[src/h264fua_pkg.sv]
`default_nettype none
package h264fua_pkg;

  localparam int unsigned CFG_IDX_W = 2;
  localparam logic [CFG_IDX_W-1:0] CFG_PAYLOAD_TYPE  = 2'd0;
  localparam logic [CFG_IDX_W-1:0] CFG_SOURCE_ID     = 2'd1;
  localparam logic [CFG_IDX_W-1:0] CFG_TS_STEP       = 2'd2;
  localparam logic [CFG_IDX_W-1:0] CFG_PAYLOAD_LIMIT = 2'd3;

  localparam logic [6:0]  RST_PAYLOAD_TYPE  = 7'd96;
  localparam logic [31:0] RST_SOURCE_ID     = 32'd10;
  localparam logic [31:0] RST_TS_STEP       = 32'd3600;
  localparam logic [10:0] RST_PAYLOAD_LIMIT = 11'd1400;
  localparam logic [10:0] LIMIT_MIN         = 11'd64;
  localparam logic [10:0] LIMIT_MAX         = 11'd1460;

  localparam logic [7:0] RTP_VERSION_BYTE = 8'h80;
  localparam logic [4:0] FU_A_TYPE        = 5'd28;

  localparam int unsigned QUEUE_DEPTH = 4;
  localparam int unsigned QUEUE_AW    = $clog2(QUEUE_DEPTH);

  localparam logic [3:0] STEP_VERSION  = 4'd0;
  localparam logic [3:0] STEP_PT       = 4'd1;
  localparam logic [3:0] STEP_SEQ_HI   = 4'd2;
  localparam logic [3:0] STEP_SEQ_LO   = 4'd3;
  localparam logic [3:0] STEP_TS_3     = 4'd4;
  localparam logic [3:0] STEP_TS_2     = 4'd5;
  localparam logic [3:0] STEP_TS_1     = 4'd6;
  localparam logic [3:0] STEP_TS_0     = 4'd7;
  localparam logic [3:0] STEP_SSRC_3   = 4'd8;
  localparam logic [3:0] STEP_SSRC_2   = 4'd9;
  localparam logic [3:0] STEP_SSRC_1   = 4'd10;
  localparam logic [3:0] STEP_SSRC_0   = 4'd11;
  localparam logic [3:0] STEP_FU_IND   = 4'd12;
  localparam logic [3:0] STEP_FU_HDR   = 4'd13;
  localparam logic [3:0] STEP_DATA     = 4'd14;

  typedef struct packed {
    logic        hdr;
    logic        fu;
    logic        has_byte;
    logic        marker;
    logic        fu_start;
    logic        fu_end;
    logic [6:0]  pt;
    logic [15:0] seq;
    logic [31:0] ts;
    logic [31:0] ssrc;
    logic [7:0]  nal;
    logic [7:0]  data;
    logic        data_end;
  } cmd_t;

endpackage
`default_nettype wire

[src/h264fua_queue.sv]
`default_nettype none
module h264fua_queue (
  input  wire                 clk,
  input  wire                 rst_n,
  input  wire                 push,
  input  h264fua_pkg::cmd_t   push_cmd,
  output logic                full,
  input  wire                 pop,
  output logic                empty,
  output h264fua_pkg::cmd_t   head
);

  localparam int unsigned AW = h264fua_pkg::QUEUE_AW;
  localparam int unsigned DEPTH = h264fua_pkg::QUEUE_DEPTH;

  h264fua_pkg::cmd_t mem_r [DEPTH];
  logic [AW-1:0] wptr_r, rptr_r;
  logic [AW:0]   count_r, count_nxt;
  logic          do_push, do_pop;

  assign full    = (count_r == (AW+1)'(DEPTH));
  assign empty   = (count_r == '0);
  assign head    = mem_r[rptr_r];
  assign do_push = push && !full;
  assign do_pop  = pop && !empty;

  always_comb begin
    count_nxt = count_r;
    if (do_push && !do_pop) begin
      count_nxt = count_r + 1'b1;
    end else if (do_pop && !do_push) begin
      count_nxt = count_r - 1'b1;
    end
  end

  always_ff @(posedge clk) begin
    if (!rst_n) begin
      wptr_r  <= '0;
      rptr_r  <= '0;
      count_r <= '0;
    end else begin
      count_r <= count_nxt;
      if (do_push) begin
        wptr_r <= wptr_r + 1'b1;
      end
      if (do_pop) begin
        rptr_r <= rptr_r + 1'b1;
      end
    end
  end

  always_ff @(posedge clk) begin
    if (do_push) begin
      mem_r[wptr_r] <= push_cmd;
    end
  end

endmodule
`default_nettype wire

[src/h264fua_front.sv]
`default_nettype none
module h264fua_front #(
  parameter int unsigned MAX_UNIT_BYTES = 1048576
) (
  input  wire                                   clk,
  input  wire                                   rst_n,
  input  wire                                   cfg_we,
  input  wire  [h264fua_pkg::CFG_IDX_W-1:0]     cfg_index,
  input  wire  [31:0]                           cfg_data,
  input  wire                                   in_push,
  input  wire  [7:0]                            in_data_byte,
  input  wire                                   in_first_of_unit,
  input  wire  [20:0]                           in_unit_length,
  input  wire                                   q_full,
  output logic                                  q_push,
  output h264fua_pkg::cmd_t                     q_cmd
);

  localparam int unsigned LW = $clog2(MAX_UNIT_BYTES + 1);
  localparam int unsigned CW = (LW > 21) ? LW : 21;
  localparam logic [CW-1:0] MAX_LEN = CW'(MAX_UNIT_BYTES);

  logic [6:0]    pt_r;
  logic [31:0]   ssrc_r;
  logic [31:0]   tstep_r;
  logic [10:0]   limit_r;

  logic [15:0]   seq_r, seq_nxt;
  logic [31:0]   ts_r, ts_nxt;
  logic [LW-1:0] ubl_r, ubl_nxt;
  logic [10:0]   pbl_r, pbl_nxt;
  logic [7:0]    nal_r, nal_nxt;
  logic          frag_r, frag_nxt;

  logic [10:0]   lim;
  logic [LW-1:0] lim_ext;
  logic [CW-1:0] len_ext, len_c;
  logic [LW-1:0] len_w, chunk_first, chunk_n, ubl_d;
  logic [10:0]   pbl_a, pbl_d;
  logic          accept, is_short, need_hdr, last_n;
  logic [31:0]   ts_add;

  always_comb begin
    if (limit_r < h264fua_pkg::LIMIT_MIN) begin
      lim = h264fua_pkg::LIMIT_MIN;
    end else if (limit_r > h264fua_pkg::LIMIT_MAX) begin
      lim = h264fua_pkg::LIMIT_MAX;
    end else begin
      lim = limit_r;
    end
  end

  assign lim_ext = LW'(lim);
  assign len_ext = CW'(in_unit_length);
  assign ts_add  = ts_r + tstep_r;
  assign accept  = in_push && !q_full;

  always_comb begin
    if (len_ext == '0) begin
      len_c = CW'(1);
    end else if (len_ext > MAX_LEN) begin
      len_c = MAX_LEN;
    end else begin
      len_c = len_ext;
    end
  end

  assign len_w       = LW'(len_c);
  assign is_short    = (len_w <= lim_ext);
  assign chunk_first = ((len_w - LW'(2)) > lim_ext) ? lim_ext : (len_w - LW'(2));
  assign chunk_n     = (ubl_r > lim_ext) ? lim_ext : ubl_r;
  assign last_n      = (ubl_r <= lim_ext);
  assign need_hdr    = frag_r && (pbl_r == '0);
  assign pbl_a       = need_hdr ? chunk_n[10:0] : pbl_r;
  assign pbl_d       = (pbl_a != '0) ? (pbl_a - 1'b1) : '0;
  assign ubl_d       = ubl_r - 1'b1;

  always_comb begin
    seq_nxt  = seq_r;
    ts_nxt   = ts_r;
    ubl_nxt  = ubl_r;
    pbl_nxt  = pbl_r;
    nal_nxt  = nal_r;
    frag_nxt = frag_r;
    q_push   = 1'b0;

    q_cmd          = '0;
    q_cmd.pt       = pt_r;
    q_cmd.ssrc     = ssrc_r;
    q_cmd.seq      = seq_r;
    q_cmd.ts       = ts_r;
    q_cmd.nal      = nal_r;
    q_cmd.data     = in_data_byte;

    if (accept) begin
      if (in_first_of_unit) begin
        q_push      = 1'b1;
        ts_nxt      = ts_add;
        nal_nxt     = in_data_byte;
        ubl_nxt     = len_w - 1'b1;
        seq_nxt     = seq_r + 1'b1;
        q_cmd.ts    = ts_add;
        q_cmd.nal   = in_data_byte;
        q_cmd.hdr   = 1'b1;
        if (is_short) begin
          frag_nxt       = 1'b0;
          pbl_nxt        = 11'(len_w - 1'b1);
          q_cmd.marker   = 1'b1;
          q_cmd.has_byte = 1'b1;
          q_cmd.data_end = (len_w == LW'(1));
        end else begin
          frag_nxt       = 1'b1;
          pbl_nxt        = chunk_first[10:0];
          q_cmd.fu       = 1'b1;
          q_cmd.fu_start = 1'b1;
        end
      end else if (ubl_r != '0) begin
        q_push         = 1'b1;
        q_cmd.has_byte = 1'b1;
        if (need_hdr) begin
          seq_nxt      = seq_r + 1'b1;
          q_cmd.hdr    = 1'b1;
          q_cmd.fu     = 1'b1;
          q_cmd.marker = last_n;
          q_cmd.fu_end = last_n;
        end
        pbl_nxt        = pbl_d;
        ubl_nxt        = ubl_d;
        q_cmd.data_end = (pbl_d == '0);
        if (ubl_d == '0) begin
          frag_nxt = 1'b0;
        end
      end
    end
  end

  always_ff @(posedge clk) begin
    if (!rst_n) begin
      pt_r    <= h264fua_pkg::RST_PAYLOAD_TYPE;
      ssrc_r  <= h264fua_pkg::RST_SOURCE_ID;
      tstep_r <= h264fua_pkg::RST_TS_STEP;
      limit_r <= h264fua_pkg::RST_PAYLOAD_LIMIT;
      seq_r   <= '0;
      ts_r    <= '0;
      ubl_r   <= '0;
      pbl_r   <= '0;
      nal_r   <= '0;
      frag_r  <= 1'b0;
    end else begin
      seq_r  <= seq_nxt;
      ts_r   <= ts_nxt;
      ubl_r  <= ubl_nxt;
      pbl_r  <= pbl_nxt;
      nal_r  <= nal_nxt;
      frag_r <= frag_nxt;
      if (cfg_we) begin
        case (cfg_index)
          h264fua_pkg::CFG_PAYLOAD_TYPE:  pt_r    <= cfg_data[6:0];
          h264fua_pkg::CFG_SOURCE_ID:     ssrc_r  <= cfg_data;
          h264fua_pkg::CFG_TS_STEP:       tstep_r <= cfg_data;
          h264fua_pkg::CFG_PAYLOAD_LIMIT: limit_r <= cfg_data[10:0];
          default: ;
        endcase
      end
    end
  end

endmodule
`default_nettype wire

[src/h264fua_back.sv]
`default_nettype none
module h264fua_back (
  input  wire                 clk,
  input  wire                 rst_n,
  input  wire                 q_empty,
  input  h264fua_pkg::cmd_t   q_head,
  output logic                q_pop,
  output logic                out_empty,
  input  wire                 out_pop,
  output logic [7:0]          out_byte,
  output logic                out_packet_end,
  output logic                out_run_last
);

  logic       mid_r, mid_nxt;
  logic [3:0] step_r, step_nxt;
  logic       out_valid_r, out_valid_nxt;
  logic [7:0] byte_r;
  logic       end_r, last_r;

  logic [3:0] cur;
  logic [3:0] next_step;
  logic       done;
  logic       advance;
  logic [7:0] byte_val;

  always_comb begin
    if (mid_r) begin
      cur = step_r;
    end else if (q_head.hdr) begin
      cur = h264fua_pkg::STEP_VERSION;
    end else begin
      cur = h264fua_pkg::STEP_DATA;
    end
  end

  always_comb begin
    done      = 1'b0;
    next_step = cur + 1'b1;
    case (cur)
      h264fua_pkg::STEP_SSRC_0: begin
        next_step = q_head.fu ? h264fua_pkg::STEP_FU_IND : h264fua_pkg::STEP_DATA;
      end
      h264fua_pkg::STEP_FU_HDR: begin
        next_step = h264fua_pkg::STEP_DATA;
        done      = !q_head.has_byte;
      end
      h264fua_pkg::STEP_DATA: begin
        done = 1'b1;
      end
      default: ;
    endcase
  end

  always_comb begin
    case (cur)
      h264fua_pkg::STEP_VERSION: byte_val = h264fua_pkg::RTP_VERSION_BYTE;
      h264fua_pkg::STEP_PT:      byte_val = {q_head.marker, q_head.pt};
      h264fua_pkg::STEP_SEQ_HI:  byte_val = q_head.seq[15:8];
      h264fua_pkg::STEP_SEQ_LO:  byte_val = q_head.seq[7:0];
      h264fua_pkg::STEP_TS_3:    byte_val = q_head.ts[31:24];
      h264fua_pkg::STEP_TS_2:    byte_val = q_head.ts[23:16];
      h264fua_pkg::STEP_TS_1:    byte_val = q_head.ts[15:8];
      h264fua_pkg::STEP_TS_0:    byte_val = q_head.ts[7:0];
      h264fua_pkg::STEP_SSRC_3:  byte_val = q_head.ssrc[31:24];
      h264fua_pkg::STEP_SSRC_2:  byte_val = q_head.ssrc[23:16];
      h264fua_pkg::STEP_SSRC_1:  byte_val = q_head.ssrc[15:8];
      h264fua_pkg::STEP_SSRC_0:  byte_val = q_head.ssrc[7:0];
      h264fua_pkg::STEP_FU_IND:  byte_val = {q_head.nal[7:5], h264fua_pkg::FU_A_TYPE};
      h264fua_pkg::STEP_FU_HDR:  byte_val = {q_head.fu_start, q_head.fu_end, 1'b0,
                                            q_head.nal[4:0]};
      h264fua_pkg::STEP_DATA:    byte_val = q_head.data;
      default:                   byte_val = '0;
    endcase
  end

  assign advance = !q_empty && (!out_valid_r || out_pop);
  assign q_pop   = advance && done;

  always_comb begin
    mid_nxt       = mid_r;
    step_nxt      = step_r;
    out_valid_nxt = out_valid_r;
    if (out_pop) begin
      out_valid_nxt = 1'b0;
    end
    if (advance) begin
      out_valid_nxt = 1'b1;
      mid_nxt       = !done;
      step_nxt      = next_step;
    end
  end

  always_ff @(posedge clk) begin
    if (!rst_n) begin
      mid_r       <= 1'b0;
      step_r      <= h264fua_pkg::STEP_VERSION;
      out_valid_r <= 1'b0;
    end else begin
      mid_r       <= mid_nxt;
      step_r      <= step_nxt;
      out_valid_r <= out_valid_nxt;
    end
  end

  always_ff @(posedge clk) begin
    if (advance) begin
      byte_r <= byte_val;
      end_r  <= (cur == h264fua_pkg::STEP_DATA) && q_head.data_end;
      last_r <= done;
    end
  end

  assign out_empty      = !out_valid_r;
  assign out_byte       = byte_r;
  assign out_packet_end = end_r;
  assign out_run_last   = last_r;

endmodule
`default_nettype wire

[src/h264_rtp_fua_packetizer_core.sv]
// Channel   Direction  Handshake          Payload
// cfg       in         cfg_we             cfg_index, cfg_data
// in        in         in_push, in_full   in_data_byte, in_first_of_unit, in_unit_length
// out       out        out_pop, out_empty out_byte, out_packet_end, out_run_last
//
// A payload byte is one output word; a packet header adds 12, or 14 for a fragment.
// The output sequencer emits one word per cycle unless the queue is empty or the output
// is stalled, and sets the throughput. A four-entry command queue separates the input
// classifier from the sequencer. An input word reaches the output through the queue and
// the output register. Reset is synchronous; after it the block takes input at once.
`default_nettype none
module h264_rtp_fua_packetizer_core #(
  parameter int unsigned MAX_UNIT_BYTES = 1048576
) (
  input  wire                                clk,
  input  wire                                rst_n,
  input  wire                                cfg_we,
  input  wire  [h264fua_pkg::CFG_IDX_W-1:0]  cfg_index,
  input  wire  [31:0]                        cfg_data,
  input  wire                                in_push,
  output logic                               in_full,
  input  wire  [7:0]                         in_data_byte,
  input  wire                                in_first_of_unit,
  input  wire  [20:0]                        in_unit_length,
  output logic                               out_empty,
  input  wire                                out_pop,
  output logic [7:0]                         out_byte,
  output logic                               out_packet_end,
  output logic                               out_run_last
);

  h264fua_pkg::cmd_t push_cmd, head_cmd;
  logic q_push, q_full, q_pop, q_empty;

  assign in_full = q_full;

  h264fua_front #(
    .MAX_UNIT_BYTES (MAX_UNIT_BYTES)
  ) u_front (
    .clk              (clk),
    .rst_n            (rst_n),
    .cfg_we           (cfg_we),
    .cfg_index        (cfg_index),
    .cfg_data         (cfg_data),
    .in_push          (in_push),
    .in_data_byte     (in_data_byte),
    .in_first_of_unit (in_first_of_unit),
    .in_unit_length   (in_unit_length),
    .q_full           (q_full),
    .q_push           (q_push),
    .q_cmd            (push_cmd)
  );

  h264fua_queue u_queue (
    .clk      (clk),
    .rst_n    (rst_n),
    .push     (q_push),
    .push_cmd (push_cmd),
    .full     (q_full),
    .pop      (q_pop),
    .empty    (q_empty),
    .head     (head_cmd)
  );

  h264fua_back u_back (
    .clk            (clk),
    .rst_n          (rst_n),
    .q_empty        (q_empty),
    .q_head         (head_cmd),
    .q_pop          (q_pop),
    .out_empty      (out_empty),
    .out_pop        (out_pop),
    .out_byte       (out_byte),
    .out_packet_end (out_packet_end),
    .out_run_last   (out_run_last)
  );

endmodule
`default_nettype wire

[config.mk]
export PLATFORM = sky130hd
export DESIGN_NAME = h264_rtp_fua_packetizer_core
export DESIGN_NICKNAME = d
export VERILOG_FILES = /design/src/h264fua_pkg.sv /design/src/h264fua_queue.sv /design/src/h264fua_front.sv /design/src/h264fua_back.sv /design/src/h264_rtp_fua_packetizer_core.sv
export SDC_FILE = /design/constraint.sdc
export NUM_CORES = 1
export LEC_CHECK = 0
export ABC_AREA = 1
export BUFFER_PORTS_ARGS = -buffer_cell sky130_fd_sc_hd__buf_2
export CORE_UTILIZATION = 65
export CTS_BUF_LIST = sky130_fd_sc_hd__clkbuf_8
export DETAILED_ROUTE_END_ITERATION = 8
export HOLD_SLACK_MARGIN = 0.05
export MAX_ROUTING_LAYER = met4
export PLACE_DENSITY = 0.83
export SKIP_LAST_GASP = 1
export SYNTH_ARGS = -nofsm -noshare
export SYNTH_HDL_FRONTEND = slang
export SYNTH_SLANG_ARGS = --single-unit
[constraint.sdc]
create_clock -name clk -period 14.1 [get_ports clk]
set_clock_uncertainty 0.1 [all_clocks]
set_input_delay 1.41 -clock clk [delete_from_list [all_inputs] [get_ports clk]]
set_output_delay 1.41 -clock clk [all_outputs]
set_load 0.005 [all_outputs]
==> impl_results.md, run 1 <==
* Fmax at approximately 0.18 GHz
* Die area at ~46000 µm²
* Max FO, Critical Path at 13
* Detailed Route Iter0 Violations at ~3.4k
* Setup WS pre-CTS at between 8000 and 9000 ps
* Pins Over Slew Limit at 0
* CTS tree: built
* Post-route insts no fill at 3918
* Antenna violations before repair at 1
* Core region area at between 40000 and 50000 µm²
* Post-cts resize count at 0
* Placer Congestion at between 0.9 and 1
* Distinct cell type count after synthesis at 61
* Routed Antenna Nets at 0
* Critical hold path startpoint: u_front.tstep_r[10]
* Leak at roughly 13 nW
* Pwr Density at about 160 nW/µm²
* Final setup viols at 0
* Final worst slack at about 8700 ps
* Vias at ~24k
* # DRC at 0
* Worst Max-Slew Pin Slew at ~1400 ps
* GRT Util Overall at between 30% and 40%
* # IOs at 81
* Final nets at 3391
* Max Cap Viol at 0
* H-tree Lvls at 3
* Post-Route WL at between 80000 and 90000 µm
* Clock root buffer: clkbuf_8
* Yosys warning count at 0
* Layout fillers at around 3.2k
* Final min period at 5440 ps
* Cell Area, Synth at 29700 µm²
* Initial core utilization at about two thirds
* Clk_lat worst skew at about 700 ps
* Cts hold-fix bufs at 0
* Clock sinks at approximately 640
* Routed len/inst at between 20 and 25 µm
* Vertical die dimension at 216 µm
* Critical path type: reg2reg
* CP Data Arrival Time at roughly 5800 ps
* Status: finished clean
* Setup TNS at 0 ps
* Dpl cells at 3735
* Buffer depth of the longest clock path at 3
* Syn Area/Cell at 9.36 µm²
* Register area at 17200 µm²
* Worst Setup Start Kind: flip-flop
* Area grow syn2layout at 9.41%
* Final period util at between 30% and 40%
* Global-route wire length before repair at between 100000 and 150000 µm
* Register area share after synthesis at between 50% and 60%
* FF+latch count, synth at roughly 640
* CP Capture Type: flip-flop
* Post-synth ARST share at 0%
* Multi-input gate area at 10800 µm²
* Worst hold-check path type: reg2reg
* Commonest cells after routing, fill and taps aside: nor2_1, edfxtp_1, o21ai_0
* Most common cell after layout, fill and taps aside: nor2_1
* Normalized max-slew margin at 8.14%
* Post-DP HPWL at ~56000 µm
* EDFF count, synth at 450
* Layout cells sized above 1 at 9.23%
* Post-CTS setup buffer count at 0
* Vias/cell at ~6.1
* Worst Setup SP: u_front.limit_r[10]
* Row Count at 77
* Vias in the first global route at 23.3k
* Hold_ws at between 300 and 400 ps
* Predominant post-synthesis flop cell: edfxtp_1
* Pin count of the biggest net entering global routing at ~170
* RSZ-0062 raised after global routing: no
* Total gr overflow at 0
* Worst R2R Start: u_front.limit_r[10]
* Worst vdd ir at about 0.00014 V
* Num CTS Buffers at 96
* Pre-Repair DR Iteration Count at 6
* CP required at 14430 ps
* Final hold vios at 0
* Cells after synthesis at between 3k and 4k
* Die width at 216 µm
* Synthesized netlist net count at about 3.3k
* Reg clk slew, reported paths at 70 ps
* PortBufs at 80
* Power, Total at roughly 5.2 mW
-- cell families (layout without fill, tap and decap cells) --
kind of cell             count (synthesis)  after routing  synth area share (%)
buffers and inverters                  427            582                  5.54
adder cells (fa/ha/maj)                 81             81                  3.47
other                                    0              1                     0
XOR/XNOR                                61             61                  1.83
AO/OA/AOI/OAI                          740            740                  13.7
AND/OR/NAND/NOR                       1225           1225                  17.4
flip-flops                             636            636                  58.1
-- path summary, 6_finish.rpt --
path | cells after the start | slack [ps] | end
min reg2reg | 2 | 360 | u_front.tstep_r[10]
max reg2reg | 24 | 8660 | u_queue.mem_r[1][0]
min | 2 | 360 | u_front.tstep_r[10]
max | 24 | 8660 | u_queue.mem_r[1][0]
-- power breakdown --
part           leakage (nW)  switching, mW  internal [mW]  total [mW]
clock                  1.17          0.723          0.754        1.48
combinational          6.38          0.983          0.372        1.35
sequential             5.73          0.108           2.28        2.39
total                  13.3           1.81           3.41        5.22
-- sequential cells by signal, summed over array words and instances, names as in the netlist, 2 cells and up, named ones only --
signal,flops
u_front.ts_r,32
u_front.limit_r,11
u_front.seq_r,16
u_front.tstep_r,32
u_back.step_r,4
u_queue.wptr_r,2
u_front.pbl_r,11
u_queue.mem_r,440
u_front.pt_r,7
u_queue.count_r,3
u_queue.rptr_r,2
u_front.nal_r,8
u_front.ssrc_r,32
u_front.ubl_r,21
u_back.out_byte,8
-- per-stage QoR --
stage / util, % / area (µm²)
floorplan: - / 29700
global placement: 68.5 / 30500
detailed placement: 68.5 / 30500
CTS: 72.7 / 32400
global route: 72.7 / 32400
finish: 72.7 / 32400
-- final cells by class --
class | instances | area share [%]
Multi-Input combinational cell | 2107 | 33.4
Inverter | 290 | 3.37
Antenna cell | 1 | 0.00771
Timing Repair Buffer | 110 | 1.97
Sequential cell | 636 | 53.1
Clock inverter | 73 | 1.23
Clock buffer | 109 | 4.62
Tap cell | 592 | 2.28
-- critical path, cell delays in order (launching register included) --
cell and delay, ps:
dfxtp_1 350, inv_1 190, a21oi_1 350, nand2_1 200, nand2_1 90, nand2_1 290, ha_1 440, a21oi_1 220
nand2_1 80, nor2_1 130, nor2_1 50, nor2_1 160, nor2_4 90, nand2_1 70, nand3_1 60, o21ai_1 310
ha_1 340, nand3_2 130, nor2_4 160, nand3_2 270, nand3_1 180, nand3_1 120, nor2_1 140, nand3_1 190
a21oi_1 420
-- synthesized netlist by cell type, types with 4 or more instances --
cell type | count | share of area (%)
nand4_1 | 35 | 0.74
o22ai_1 | 73 | 1.5
clkbuf_1 | 119 | 1.5
a21o_1 | 5 | 0.13
a2111oi_0 | 4 | 0.12
o211ai_1 | 6 | 0.15
xor2_1 | 44 | 1.3
a21oi_1 | 168 | 2.8
inv_1 | 278 | 3.5
inv_2 | 10 | 0.13
nor3_1 | 26 | 0.44
buf_1 | 9 | 0.11
o21ai_0 | 405 | 6.8
a211oi_1 | 7 | 0.18
edfxtp_1 | 450 | 46
nor2_1 | 625 | 7.9
nand3b_1 | 6 | 0.15
a31oi_1 | 5 | 0.11
nand2_1 | 357 | 4.5
xnor2_1 | 16 | 0.47
dfxtp_1 | 186 | 13
a221oi_1 | 25 | 0.74
nand3_1 | 106 | 1.8
ha_1 | 79 | 3.3
nand3_2 | 10 | 0.34
buf_2 | 4 | 0.068
o21ai_1 | 11 | 0.19
a22o_1 | 9 | 0.27
or2_2 | 9 | 0.19
nor4_1 | 11 | 0.23
nand2_2 | 10 | 0.21
nor2_4 | 4 | 0.15
nor2_2 | 9 | 0.19
-- metal layers --
| layer | GRT usage [%] | vias to the layer above | routed length [µm] |
|---|---|---|---|
| li1 | - | 11072 | - |
| met1 | 48.8 | 11295 | 33500 |
| met4 | 13.6 | 0 | 2720 |
| met2 | 58.0 | 1481 | 39000 |
| met5 | - | - | 0 |
| met3 | 8.53 | 190 | 9800 |
(Power assumes the default switching activity.)
==> run 2: changes to the inputs <==
Settings changed: ABC_AREA 1 to 0.
Clock period 14.1 ns to 5.5 ns, I/O delays scaled along.
==> run 2 against run 1 <==
  * Sequential share of layout area rose by 0.56 points
  * Highest routed layer unchanged
  * Die area fell by 2.7%
  * Cell area fell by 1.0%
  * Non-clock buffer count rose by 43
  * Core utilization rose by 1.1 points
  * Synthesized cell count fell by 28%
  * Hold slack got worse by 250 ps
==> impl_results.md, run 2 <==
* Clock network power share at about 28%
* Top cells by count, synth: edfxtp_1, nand2_1, dfxtp_1, a21oi_1, nor2_1
* Post-CTS setup buffer count at 0
* Clock sinks at approximately 640
* R2R depth at 17
* Global-route wire length before repair at between 100000 and 150000 µm
* Buffer depth of the longest clock path at 3
* Fmax at 0.199 GHz
* Distinct cell type count after synthesis at 91
* Design area at between 30000 and 40000 µm²
* Pins Over Slew Limit at 0
* Max Cap Viol at 0
* Vias in the first global route at ~20k
* Post-route insts no fill at 3086
* Final min period at ~5000 ps
* Row Count at 76
* Routed Antenna Nets at 0
* PortBufs at 80
* Initial core utilization at around two thirds
* M2 GR Usage at 54.9%
* Pre-Repair DR Iteration Count at 6
* Pin count of the biggest net entering global routing at 110
* Worst R2R Start: u_front.limit_r[10]
* Cells after synthesis at between 2k and 2.5k
* Most common cell after layout, fill and taps aside: edfxtp_1
* M3 GR Usage at 6.90%
* GRT Util Overall at approximately 36%
* Clk_lat worst skew at 700 ps
* Worst Setup Start Kind: flip-flop
* Top reg by flops: u_queue.mem_r
* EDFF count, synth at 450
* Core region area at between 40000 and 50000 µm²
* WHS Endpoint: u_front.ssrc_r[6]
* Comb power frac at a little over a quarter
* Pwr Density at roughly 420 nW/µm²
* Largest register FFs at 440
* Yosys top cell area share at a little under half
* Post-DP HPWL at about 49000 µm
* Layout fillers at between 2k and 3k
* Cts hold-fix bufs at 33
* CP Data Arrival Time at ~5400 ps
* Largest cells by area after synthesis: edfxtp_1, dfxtp_1, mux4_2
* Clock root buffer: clkbuf_8
* Die width at 213 µm
* Cell Area, Synth at slightly below 30000 µm²
* CTS tree: built
* Final setup viols at 0
* Register area share after synthesis at roughly three fifths
* Dpl cells at roughly 2.9k
* # IOs at 81
* Power, Total at 13.6 mW
* # DRC at 0
* Switching Fraction at 31.4%
* Biggest area consumer among synthesized cells: edfxtp_1
* Placer Congestion at between 0.9 and 1
* Syn Area/Cell at roughly 13 µm²
* Final hold vios at 0
* GR Layer Usage met1 at 47.3%
* Area grow syn2layout at 11.3%
* Post-synth ARST share at 0%
* Normalized max-slew margin at 14.6%
* CP max stage cell: dfxtp_1
* Worst path max stage delay at around 490 ps
* Final nets at roughly 2.6k
* RSZ-0062 raised after global routing: no
* Worst hold-check path type: in2reg
* Final period util at 91.3%
* Vertical die dimension at between 200 and 250 µm
* Register area at around 17000 µm²
* Status: finished clean
* Crit path top cell by count: ha_1
* Detailed Route Iter0 Violations at 2731
* Setup TNS at 0 ps
* Reg2reg setup slack at 480 ps
* Count of cells along the worst hold path at 3
* RR Endpoint: u_front.pbl_r[7]
* Busiest grt layer: met2
* Worst Max-Slew Pin Slew at 1280 ps
* Post-Route WL at 77100 µm
* Post-cts resize count at 0
* Psw at around 4.3 mW
* Die area at ~45000 µm²
* Critical hold path startpoint: cfg_data[6]
* Layout cells sized above 1 at ~17%
* Crit path cell chain: nor3_1 -> nand2b_1 -> a211oi_1 -> inv_1 -> ha_1 -> nand4_1 -> o32ai_1 -> nor2b_1 -> a21oi_2 -> and3_1 -> a311oi_2 -> ha_1 -> nand3b_1 -> or3_1 -> o31a_1 -> nand3_1 -> a311oi_1
* Most common cell in the netlist: edfxtp_1
* Leak at 11.6 nW
* CP required at approximately 5900 ps
* Num CTS Buffers at 95
* Hold_ws at around 120 ps
* H-tree Lvls at 3
* Predominant post-synthesis flop cell: edfxtp_1
* Vias at 20.6k
* Commonest cells after routing, fill and taps aside: edfxtp_1, nand2_1, dfxtp_1
* Max FO, Critical Path at 10
* Reg clk slew, reported paths at 70 ps
* CP Capture Type: flip-flop
* Routed len/inst at about 25 µm
* Total gr overflow at 0
* Multi-input gate area at around 11000 µm²
* Critical path type: reg2reg
* FF+latch count, synth at 636
* Vias/cell at approximately 6.7
* Yosys warning count at 0
* Placed Instance Area at 29900 µm²
* Antenna violations before repair at 2
* Internal power at about 9.3 mW
* Sequential power share at a little under half
* Synthesized netlist net count at between 2k and 2.5k
* Worst vdd ir at around 0.00033 V
==> run 2: worst max-delay path by stage <==
| stage | cells after the start | to | slack [ps] | start |
|---|---|---|---|---|
| floorplan | 11 | u_queue.mem_r[3][0] | 300 | u_front.ubl_r[0] |
| global placement | 17 | u_front.pbl_r[6] | 340 | in_unit_length[7] |
| CTS | 17 | u_front.pbl_r[9] | 550 | u_front.limit_r[10] |
| finish | 17 | u_front.pbl_r[7] | 480 | u_front.limit_r[10] |
| detailed placement | 17 | u_front.pbl_r[6] | 210 | in_unit_length[6] |
| global route | 17 | u_front.pbl_r[7] | 130 | u_front.limit_r[10] |
==> run 2: through the flow <==
step                worst slack [ps]  util, %
finish                           478     73.9
global route                     135     73.9
CTS                              551     73.9
detailed placement               206     68.7
global placement                 339     68.7
floorplan                        297        -
==> run 2: area by class of cell <==
class	count	area share, %
sequential	636	53.7
multi-input combinational	1479	34.1
inverter	51	0.604
tap	585	2.28
timing repair buffer	153	3.37
clock buffer	116	4.97
clock inverter	64	0.986
antenna	2	0.0156
==> run 2: power groups by stage <==
| stage | Combinational [mW] | Clock, mW | Sequential (mW) |
|---|---|---|---|
| 2_1_floorplan | 2.42 | 0 | 6.28 |
| 3_3_place_gp | 3.41 | 0 | 6.29 |
| 3_5_place_dp | 3.48 | 0 | 6.36 |
| 4_1_cts | 3.52 | 3.80 | 6.26 |
| 5_1_grt | 3.76 | 3.99 | 6.33 |
| 6_report | 3.54 | 3.78 | 6.27 |
==> run 2: routing by layer <==
metal / wire length (µm) / vias to the layer above
met5: 0 / -
met4: 2760 / 0
met3: 7920 / 225
met2: 36500 / 1284
met1: 29900 / 10027
li1: - / 9016
==> run 2: worst max-delay path: cells and delay by family, from the launching register on <==
family | cells | cell delay, ps
flip-flops | 1 | 490
AO/OA/AOI/OAI | 6 | 1900
buffers and inverters | 1 | 120
adder cells (fa/ha/maj) | 2 | 590
AND/OR/NAND/NOR | 8 | 1660
==> run 2: cells by family after synthesis <==
| group | Yosys count | synth area share (%) |
|---|---|---|
| simple gates | 714 | 11.7 |
| compound gates | 482 | 10.9 |
| fa+ha+maj | 81 | 3.57 |
| mux | 143 | 9.80 |
| buf+inv | 172 | 2.45 |
| flops | 636 | 59.8 |
| xor+xnor | 59 | 1.79 |
